File: src/hw/rtl/assert_macros.svh
// ---------------------------------------------------------------------------
// assert_macros.svh
// Shared concurrent assertion macros, clocked on clk, off during reset.
// ---------------------------------------------------------------------------
`ifndef ASSERT_MACROS_SVH
`define ASSERT_MACROS_SVH

// Property checked at every rising clk edge outside reset.
`define PPN_ASSERT(label, prop, msg) \
	label: assert property (@(posedge clk) disable iff (!arst_n) (prop)) \
		else $error(msg);

// Antecedent implies consequent in the same cycle.
`define PPN_ASSERT_IMPL(label, ante, cons, msg) \
	label: assert property (@(posedge clk) disable iff (!arst_n) (ante) |-> (cons)) \
		else $error(msg);

// Antecedent implies consequent in the next cycle.
`define PPN_ASSERT_NEXT(label, ante, cons, msg) \
	label: assert property (@(posedge clk) disable iff (!arst_n) (ante) |=> (cons)) \
		else $error(msg);

`endif

File: src/hw/rtl/ppn_pkg.sv
// ---------------------------------------------------------------------------
// ppn_pkg
// Types and constants of the pixel probability normalizer.
// ---------------------------------------------------------------------------
package ppn_pkg;

	localparam int PLANES    = 3;
	localparam int PROB_BITS = 16;
	localparam int Q_BITS    = 16;                          // Q1.15 result width
	localparam int SUM_W     = PROB_BITS + $clog2(PLANES);  // exact sum width
	localparam int REM_W     = SUM_W + 1;                   // partial remainder < 2*sum
	localparam int DIV_CELLS = Q_BITS;                      // one quotient bit per cell

	localparam logic [Q_BITS-1:0] ONE_Q15     = Q_BITS'(32768);
	localparam logic [Q_BITS-1:0] UNIFORM_Q15 = Q_BITS'(32768 / PLANES);

	typedef struct packed {
		logic [PROB_BITS-1:0] prob_2;
		logic [PROB_BITS-1:0] prob_1;
		logic [PROB_BITS-1:0] prob_0;
	} ppn_in_t;

	typedef struct packed {
		logic [Q_BITS-1:0] norm_0;
		logic [Q_BITS-1:0] norm_1;
		logic [Q_BITS-1:0] norm_2;
		logic              uniform_fallback;
	} ppn_out_t;

	// State handed from cell to cell.
	typedef struct packed {
		logic [SUM_W-1:0]                  sum;
		logic                              zero;
		logic [PLANES-1:0][REM_W-1:0]      rem;
		logic [PLANES-1:0][Q_BITS-1:0]     quo;
	} ppn_stage_t;

endpackage

File: src/hw/rtl/ppn_sum_cell.sv
// ---------------------------------------------------------------------------
// ppn_sum_cell
// Head cell: sums the likelihoods and seeds the division chain.
// ---------------------------------------------------------------------------
module ppn_sum_cell (
	input  logic              clk,
	input  logic              arst_n,
	input  logic              up_valid,
	input  ppn_pkg::ppn_in_t  up_data,
	output logic              up_stall,
	output logic              dn_valid,
	output ppn_pkg::ppn_stage_t dn_data,
	input  logic              dn_stall
);
	import ppn_pkg::*;

	logic [PLANES-1:0][PROB_BITS-1:0] prob;
	logic [SUM_W-1:0]                 sum;
	ppn_stage_t                       nxt;
	logic                             valid_q;
	ppn_stage_t                       data_q;

	assign prob = {up_data.prob_2, up_data.prob_1, up_data.prob_0};

	always_comb begin
		sum = '0;
		for (int p = 0; p < PLANES; p++) begin
			sum = sum + SUM_W'(prob[p]);
		end
		nxt.sum  = sum;
		nxt.zero = (sum == '0);
		for (int p = 0; p < PLANES; p++) begin
			nxt.rem[p] = REM_W'(prob[p]);
			nxt.quo[p] = '0;
		end
	end

	assign up_stall = valid_q && dn_stall;

	always_ff @(posedge clk or negedge arst_n) begin
		if (!arst_n) begin
			valid_q <= 1'b0;
		end else if (!up_stall) begin
			valid_q <= up_valid;
		end
	end

	always_ff @(posedge clk) begin
		if (!up_stall && up_valid) begin
			data_q <= nxt;
		end
	end

	assign dn_valid = valid_q;
	assign dn_data  = data_q;
endmodule

File: src/hw/rtl/ppn_div_cell.sv
// ---------------------------------------------------------------------------
// ppn_div_cell
// One restoring-division step: one quotient bit for every plane.
// ---------------------------------------------------------------------------
module ppn_div_cell (
	input  logic                clk,
	input  logic                arst_n,
	input  logic                up_valid,
	input  ppn_pkg::ppn_stage_t up_data,
	output logic                up_stall,
	output logic                dn_valid,
	output ppn_pkg::ppn_stage_t dn_data,
	input  logic                dn_stall
);
	import ppn_pkg::*;

	ppn_stage_t       nxt;
	logic [REM_W-1:0] sum_ext;
	logic [REM_W-1:0] diff;
	logic [REM_W-1:0] kept;
	logic             ge;
	logic             valid_q;
	ppn_stage_t       data_q;

	// Remainder enters below 2*sum, leaves below sum, then doubles.
	always_comb begin
		nxt      = up_data;
		sum_ext  = REM_W'(up_data.sum);
		diff     = '0;
		kept     = '0;
		ge       = 1'b0;
		for (int p = 0; p < PLANES; p++) begin
			ge         = (up_data.rem[p] >= sum_ext);
			diff       = up_data.rem[p] - sum_ext;
			kept       = ge ? diff : up_data.rem[p];
			nxt.rem[p] = {kept[REM_W-2:0], 1'b0};
			nxt.quo[p] = {up_data.quo[p][Q_BITS-2:0], ge};
		end
	end

	assign up_stall = valid_q && dn_stall;

	always_ff @(posedge clk or negedge arst_n) begin
		if (!arst_n) begin
			valid_q <= 1'b0;
		end else if (!up_stall) begin
			valid_q <= up_valid;
		end
	end

	always_ff @(posedge clk) begin
		if (!up_stall && up_valid) begin
			data_q <= nxt;
		end
	end

	assign dn_valid = valid_q;
	assign dn_data  = data_q;
endmodule

File: src/hw/rtl/pixel_probability_normalizer.sv
// ---------------------------------------------------------------------------
// pixel_probability_normalizer
// Per-pixel normalization of class likelihoods to Q1.15 probabilities.
// ---------------------------------------------------------------------------
// While res_stall is low, one pixel transaction is accepted per clock
// and one result transaction leaves per clock once the pipe is full.
// The pixel passes through 17 registers: one cell adds the three
// likelihoods, then a chain of 16 division cells each resolves one
// quotient bit (bit 15 first) for all planes at once. Each cell holds
// its own valid bit, so bubbles collapse and new pixels keep entering
// while a finished result waits on res_stall, until no bubble is left.
// A zero sum gives floor(32768/PLANES) on every plane with uniform_fallback
// set. Outputs are floor(prob * 32768 / sum), never above 32768.
module pixel_probability_normalizer (
	input  logic              clk,
	input  logic              arst_n,
	// pixel transaction
	input  logic              pix_valid,
	input  ppn_pkg::ppn_in_t  pix,
	output logic              pix_stall,
	// result transaction
	output logic              res_valid,
	output ppn_pkg::ppn_out_t res,
	input  logic              res_stall
);
	import ppn_pkg::*;

`include "assert_macros.svh"

	// Chain links: link 0 leaves the sum cell, link DIV_CELLS is the output.
	logic       link_valid [0:DIV_CELLS];
	logic       link_stall [0:DIV_CELLS];
	ppn_stage_t link_data  [0:DIV_CELLS];

	ppn_sum_cell u_sum (
		.clk      (clk),
		.arst_n   (arst_n),
		.up_valid (pix_valid),
		.up_data  (pix),
		.up_stall (pix_stall),
		.dn_valid (link_valid[0]),
		.dn_data  (link_data[0]),
		.dn_stall (link_stall[0])
	);

	for (genvar k = 0; k < DIV_CELLS; k++) begin : g_div
		ppn_div_cell u_div (
			.clk      (clk),
			.arst_n   (arst_n),
			.up_valid (link_valid[k]),
			.up_data  (link_data[k]),
			.up_stall (link_stall[k]),
			.dn_valid (link_valid[k+1]),
			.dn_data  (link_data[k+1]),
			.dn_stall (link_stall[k+1])
		);
	end

	assign link_stall[DIV_CELLS] = res_stall;

	// Last cell's register is the output register; zero-sum override here.
	ppn_stage_t fin;
	assign fin       = link_data[DIV_CELLS];
	assign res_valid = link_valid[DIV_CELLS];

	always_comb begin
		res.norm_0           = fin.zero ? UNIFORM_Q15 : fin.quo[0];
		res.norm_1           = fin.zero ? UNIFORM_Q15 : fin.quo[1];
		res.norm_2           = fin.zero ? UNIFORM_Q15 : fin.quo[2];
		res.uniform_fallback = fin.zero;
	end

	// Checks
	`PPN_ASSERT_IMPL(a_fallback_uniform, res_valid && res.uniform_fallback, res.norm_0 == UNIFORM_Q15 && res.norm_2 == UNIFORM_Q15, "fallback result is not uniform")
	`PPN_ASSERT_IMPL(a_norm_bounded, res_valid && !res.uniform_fallback, res.norm_0 <= ONE_Q15 && res.norm_1 <= ONE_Q15 && res.norm_2 <= ONE_Q15, "normalized value above one")
	`PPN_ASSERT_NEXT(a_accept_loads, pix_valid && !pix_stall, link_valid[0], "accepted pixel lost at sum cell")
	`PPN_ASSERT_IMPL(a_rem_below_sum, link_valid[DIV_CELLS] && !fin.zero, fin.rem[0] < {fin.sum, 1'b0}, "division remainder out of range")

endmodule
File: config.mk
export PLATFORM = sky130hd
export DESIGN_NAME = pixel_probability_normalizer
export DESIGN_NICKNAME = d
export VERILOG_FILES = /design/src/hw/rtl/ppn_pkg.sv /design/src/hw/rtl/ppn_sum_cell.sv /design/src/hw/rtl/ppn_div_cell.sv /design/src/hw/rtl/pixel_probability_normalizer.sv
export VERILOG_INCLUDE_DIRS = /design/src /design/src/hw/rtl
export SDC_FILE = /design/constraint.sdc
export NUM_CORES = 2
export LEC_CHECK = 0
export ABC_CLOCK_PERIOD_IN_PS = 26400
export BUFFER_PORTS_ARGS = -buffer_cell sky130_fd_sc_hd__buf_4
export CAP_MARGIN = 30
export CORE_MARGIN = 2
export CORE_UTILIZATION = 65
export DETAILED_ROUTE_END_ITERATION = 10
export PLACE_DENSITY = 0.93
export SYNTH_ARGS = -nofsm -noshare
export SYNTH_HDL_FRONTEND = slang
export SYNTH_SLANG_ARGS = --single-unit
File: constraint.sdc
create_clock -name clk -period 26.4 [get_ports clk]
set_input_delay 2.64 -clock clk [delete_from_list [all_inputs] [get_ports clk]]
set_output_delay 2.64 -clock clk [all_outputs]
set_load 0.02 [all_outputs]
==> impl_metrics.prom <==
# TYPE chip_impl_metric gauge
chip_impl_metric{name="drt-pass1-iter-count",unit=""} 6
chip_impl_metric{name="drt_iter0_drcs",unit=""} 9293
chip_impl_metric{name="timing.final.crit_share",unit="%"} 27.6
chip_impl_metric{name="routabilityCongestion",unit=""} 0.985
chip_impl_metric{name="switchingPower",unit="mW"} 5.32
chip_impl_metric{name="internal_power",unit="mW"} 7.86
chip_impl_metric{name="grt_use_met2",unit="%"} 54.5
chip_impl_metric{name="cts_buffers",unit=""} 167
chip_impl_metric{name="hold_path_cells",unit=""} 0
chip_impl_metric{name="dpl_cell_area",unit="um2"} 99000
chip_impl_metric{name="grt_start_max_net_pins",unit=""} 83
chip_impl_info{name="worst_r2r_startpoint",value="g_div[0].u_div.dn_data[110]$_DFFE_PP_"} 1
chip_impl_metric{name="syn-instance-count",unit=""} 8442
chip_impl_metric{name="area.growth.synth_to_final",unit="%"} 9.66
chip_impl_metric{name="clock_insertion_delay_worst_skew",unit="ns"} 0.82
chip_impl_metric{name="timing.final.crit_period",unit="ns"} 7.29
chip_impl_metric{name="grt.total_usage",unit="%"} 33.6
chip_impl_metric{name="worst_setup_hold_path_clk_slew",unit="ns"} 0.06
chip_impl_metric{name="fin_tns_setup",unit="ns"} 0
chip_impl_metric{name="antenna_left",unit=""} 0
chip_impl_metric{name="share_clk_of_total_power",unit="%"} 18.1
chip_impl_metric{name="cellLeakagePower",unit="nW"} 42.8
chip_impl_info{name="status",value="completed"} 1
chip_impl_metric{name="setup_viol_count_final",unit=""} 0
chip_impl_metric{name="core_region_area",unit="um2"} 146000
chip_impl_metric{name="postSynthRegisterBits",unit=""} 1588
chip_impl_metric{name="cts_max_level",unit=""} 4
chip_impl_metric{name="route.vias.total",unit=""} 70600
chip_impl_info{name="regToRegEndpoint",value="g_div[1].u_div.dn_data[91]$_DFFE_PP_"} 1
chip_impl_metric{name="postCtsSetupRepairBufs",unit=""} 0
chip_impl_metric{name="die-height",unit="um"} 387
chip_impl_metric{name="max_clock_freq",unit="MHz"} 137
chip_impl_metric{name="wl_per_cell",unit="um"} 24.1
chip_impl_info{name="commonest_cells_after_routing_fill_and_taps_aside",value="1,571 x sky130_fd_sc_hd__edfxtp_1, 889 x sky130_fd_sc_hd__ha_1, 648 x sky130_fd_sc_hd__nand2_1, 645 x sky130_fd_sc_hd__o21ai_0, 547 x sky130_fd_sc_hd__inv_1"} 1
chip_impl_info{name="worst_hold_startpoint",value="g_div[8].u_div.dn_data[21]$_DFFE_PP_"} 1
chip_impl_metric{name="first_pass_grt_wire_length",unit="um"} 390000
chip_impl_metric{name="worst_case_register_to_register_setup_slack",unit="ns"} 21.88
chip_impl_info{name="grt-busiest-layer",value="met2"} 1
chip_impl_metric{name="synthDominantCellAreaShare",unit="%"} 49.4
chip_impl_metric{name="dieArea",unit="um2"} 150000
chip_impl_metric{name="floorplan.rows",unit=""} 140
chip_impl_metric{name="fin_skew",unit="ns"} 0.0367
chip_impl_metric{name="placed_cells_incl_taps",unit=""} 10400
chip_impl_metric{name="cts_repair_resize_count",unit=""} 0
chip_impl_info{name="worst-setup-path-type",value="in -> out"} 1
chip_impl_metric{name="synthDistinctLibCells",unit=""} 75
chip_impl_metric{name="ctsHoldBuffers",unit=""} 0
chip_impl_metric{name="pre_cts_slack",unit="ns"} 19.13
chip_impl_metric{name="vias_per_cell",unit=""} 6.58
chip_impl_metric{name="cts_num_sinks",unit=""} 1588
chip_impl_metric{name="rr_worst_depth",unit=""} 10
chip_impl_metric{name="syn_area_per_cell",unit="um2"} 11.3
chip_impl_metric{name="post_synth_instance_area",unit="um2"} 95400
chip_impl_metric{name="timing_max_transition_violations_final",unit=""} 0
chip_impl_metric{name="maxSlewHeadroom",unit="%"} 22.4
chip_impl_metric{name="hold_viol",unit=""} 0
chip_impl_metric{name="synth.yosys.seq_area_share",unit="%"} 49.9
chip_impl_metric{name="crit_fanout",unit=""} 5
chip_impl_metric{name="maxCapViolations",unit=""} 0
chip_impl_metric{name="layout_cell_share_with_drive_strength_beyond_1",unit="%"} 9.71
chip_impl_info{name="netlist.top_cell.by_area",value="sky130_fd_sc_hd__edfxtp_1"} 1
chip_impl_info{name="cts.root.buffer_cell",value="sky130_fd_sc_hd__clkbuf_16"} 1
chip_impl_info{name="ys_dominant_reg_cell",value="sky130_fd_sc_hd__edfxtp_1"} 1
chip_impl_metric{name="total_power",unit="mW"} 13.2
chip_impl_metric{name="totalWireLength",unit="um"} 259000
chip_impl_metric{name="antenna_found_initial",unit=""} 10
chip_impl_info{name="worstHoldEndpoint",value="g_div[9].u_div.dn_data[22]$_DFFE_PP_"} 1
chip_impl_metric{name="number_of_global_route_vias_before_repair",unit=""} 67000
chip_impl_metric{name="synth_enable_flop_cells",unit=""} 1571
chip_impl_metric{name="synth.yosys.warnings",unit=""} 0
chip_impl_metric{name="net_count_synth",unit=""} 9430
chip_impl_metric{name="instances_no_fill",unit=""} 10700
chip_impl_info{name="final_common_cell",value="sky130_fd_sc_hd__edfxtp_1"} 1
chip_impl_metric{name="share_seq_of_total_power",unit="%"} 34.6
chip_impl_metric{name="port_buffers",unit=""} 102
chip_impl_metric{name="top_level_ports",unit=""} 103
chip_impl_metric{name="ctsLongestPathBuffers",unit=""} 3
chip_impl_info{name="grt_setup_unrepaired",value="no"} 1
chip_impl_metric{name="final_cell_area",unit="um2"} 105000
chip_impl_info{name="cts_tree",value="yes"} 1
chip_impl_metric{name="groute.layer.met1.usage",unit="%"} 45.8
chip_impl_info{name="startpoint_type",value="input port"} 1
chip_impl_info{name="timing.critical_path.from",value="res_stall"} 1
chip_impl_info{name="synthTopCellsByArea",value="sky130_fd_sc_hd__edfxtp_1 49%, sky130_fd_sc_hd__ha_1 12%, sky130_fd_sc_hd__mux2_2 3.7%"} 1
chip_impl_metric{name="worst_ep_required_time",unit="ns"} 23.76
chip_impl_metric{name="effective_utilization_at_floorplan",unit="%"} 65.5
chip_impl_metric{name="globalRouteMet3Util",unit="%"} 5.61
chip_impl_metric{name="fin_ws",unit="ns"} 19.11
chip_impl_metric{name="nets",unit=""} 9664
chip_impl_metric{name="p_per_area",unit="nW/um2"} 126
chip_impl_metric{name="hpwl",unit="um"} 194000
chip_impl_metric{name="comb_power_share",unit="%"} 47.4
chip_impl_metric{name="slew_at_the_pin_closest_to_its_max_slew_limit",unit="ns"} 1.15
chip_impl_metric{name="grt_overflow",unit=""} 0
chip_impl_metric{name="filler_cell_count",unit=""} 9679
chip_impl_metric{name="power.switching_fraction",unit="%"} 40.4
chip_impl_info{name="endpoint_kind",value="output port"} 1
chip_impl_metric{name="synth-async-reset-ratio",unit="%"} 1.07
chip_impl_metric{name="peakVddDrop",unit="uV"} 66.0
chip_impl_metric{name="critPathArrivalTime",unit="ns"} 4.65
chip_impl_info{name="min-delay-path-class",value="reg -> reg"} 1
chip_impl_metric{name="chipWidth",unit="um"} 387
chip_impl_metric{name="route.detailed.drc",unit=""} 0
==> flip-flops by register name, indices dropped and copies added (netlist names) <==
name,flops
g_div.u_div.dn_data,1504
g_div.u_div.dn_valid,16
u_sum.dn_valid,1
u_sum.dn_data,67
==> logic make-up after synthesis <==
logic type | after synthesis | share of synthesized area [%]
AO/OA/AOI/OAI | 2346 | 15.7
XOR/XNOR | 541 | 4.96
adder cells (fa/ha/maj) | 936 | 12.6
buffers and inverters | 652 | 2.59
flip-flops | 1588 | 49.9
multiplexers | 335 | 3.92
AND/OR/NAND/NOR | 2044 | 10.4
==> power groups by stage <==
stage	combinational [mW]	sequential (mW)	clock (mW)
after detailed placement	5.96	4.58	0
after global routing	6.77	4.60	2.49
after floorplan	4.46	4.29	0
after CTS	6.07	4.55	2.39
final	6.24	4.56	2.38
after global placement	5.72	4.56	0
==> area by class of cell <==
| cell class | count | area (um2) | share of cell area, % |
|---|---|---|---|
| Antenna cell | 2 | 5.00 | 0.00478 |
| Clock buffer | 207 | 4370 | 4.18 |
| Clock inverter | 95 | 1050 | 1.00 |
| Inverter | 547 | 2050 | 1.96 |
| Multi-Input combinational cell | 6202 | 45700 | 43.7 |
| Sequential cell | 1588 | 47600 | 45.5 |
| Tap cell | 1917 | 2400 | 2.29 |
| Timing Repair Buffer | 170 | 1480 | 1.41 |
==> per-stage QoR <==
step	hold slack, ns	utilization [%]
6_report	0.405	71.8
5_1_grt	0.418	71.8
4_1_cts	0.411	71.7
3_5_place_dp	0.405	68.0
3_3_place_gp	0.401	67.9
2_1_floorplan	0.400	-
==> per-layer routing <==
| layer | part of all wire (%) | up-vias | routed length [um] |
|---|---|---|---|
| met4 | 4.0 | 4 | 10400 |
| met1 | 40 | 33700 | 103000 |
| met3 | 9.7 | 727 | 25000 |
| met5 | 0.011 | - | 29 |
| li1 | - | 32200 | - |
| met2 | 47 | 3969 | 121000 |
==> worst max-delay path, cell delays in order <==
cell	delay (ns)
sky130_fd_sc_hd__buf_4	0.12
sky130_fd_sc_hd__and4_1	0.22
sky130_fd_sc_hd__and3_1	0.28
sky130_fd_sc_hd__nand2_1	0.14
sky130_fd_sc_hd__nor3_1	0.63
sky130_fd_sc_hd__nand4_1	0.26
sky130_fd_sc_hd__inv_1	0.09
sky130_fd_sc_hd__nand2_1	0.08
sky130_fd_sc_hd__inv_1	0.06
sky130_fd_sc_hd__buf_4	0.13
==> cells in the mapped netlist (18+ instances only) <==
master                      count
sky130_fd_sc_hd__and4_1        35
sky130_fd_sc_hd__nand3b_1      21
sky130_fd_sc_hd__o311a_1       30
sky130_fd_sc_hd__nand2_1      648
sky130_fd_sc_hd__a31oi_1       86
sky130_fd_sc_hd__o2111ai_1     18
sky130_fd_sc_hd__a21o_1       377
sky130_fd_sc_hd__nor2b_1      119
sky130_fd_sc_hd__nor2_1       435
sky130_fd_sc_hd__a21boi_0      24
sky130_fd_sc_hd__nor3_1       176
sky130_fd_sc_hd__or3_1         47
sky130_fd_sc_hd__o31a_1        32
sky130_fd_sc_hd__o41ai_1       20
sky130_fd_sc_hd__a211oi_1     125
sky130_fd_sc_hd__o21ai_0      646
sky130_fd_sc_hd__and3_1        29
sky130_fd_sc_hd__a211o_1       30
sky130_fd_sc_hd__o21a_1       141
sky130_fd_sc_hd__clkbuf_1      85
sky130_fd_sc_hd__mux2_2       312
sky130_fd_sc_hd__o211ai_1      34
sky130_fd_sc_hd__edfxtp_1    1571
sky130_fd_sc_hd__inv_1        547
sky130_fd_sc_hd__and2_1        48
sky130_fd_sc_hd__xor2_1       277
sky130_fd_sc_hd__mux2i_1       23
sky130_fd_sc_hd__a21oi_1      527
sky130_fd_sc_hd__o21bai_1      44
sky130_fd_sc_hd__xnor2_1      264
sky130_fd_sc_hd__buf_2         19
sky130_fd_sc_hd__nand3_1      156
sky130_fd_sc_hd__nand2b_1     131
sky130_fd_sc_hd__nand4_1       80
sky130_fd_sc_hd__o31ai_1      100
sky130_fd_sc_hd__fa_1          47
sky130_fd_sc_hd__or2_2         66
sky130_fd_sc_hd__ha_1         889
==> worst max path at each step <==
| stage | slack, ns | endpoint | depth (start not counted) |
|---|---|---|---|
| 2_1_floorplan | 15.05 | g_div[9].u_div.dn_data[0]$_DFFE_PP_ | 4 |
| 3_5_place_dp | 19.13 | pix_stall | 10 |
| 4_1_cts | 19.12 | pix_stall | 10 |
| 6_report | 19.11 | pix_stall | 10 |
| 3_3_place_gp | 19.20 | pix_stall | 10 |
| 5_1_grt | 18.87 | pix_stall | 10 |
Note: power is estimated with default switching activity, not from simulation.
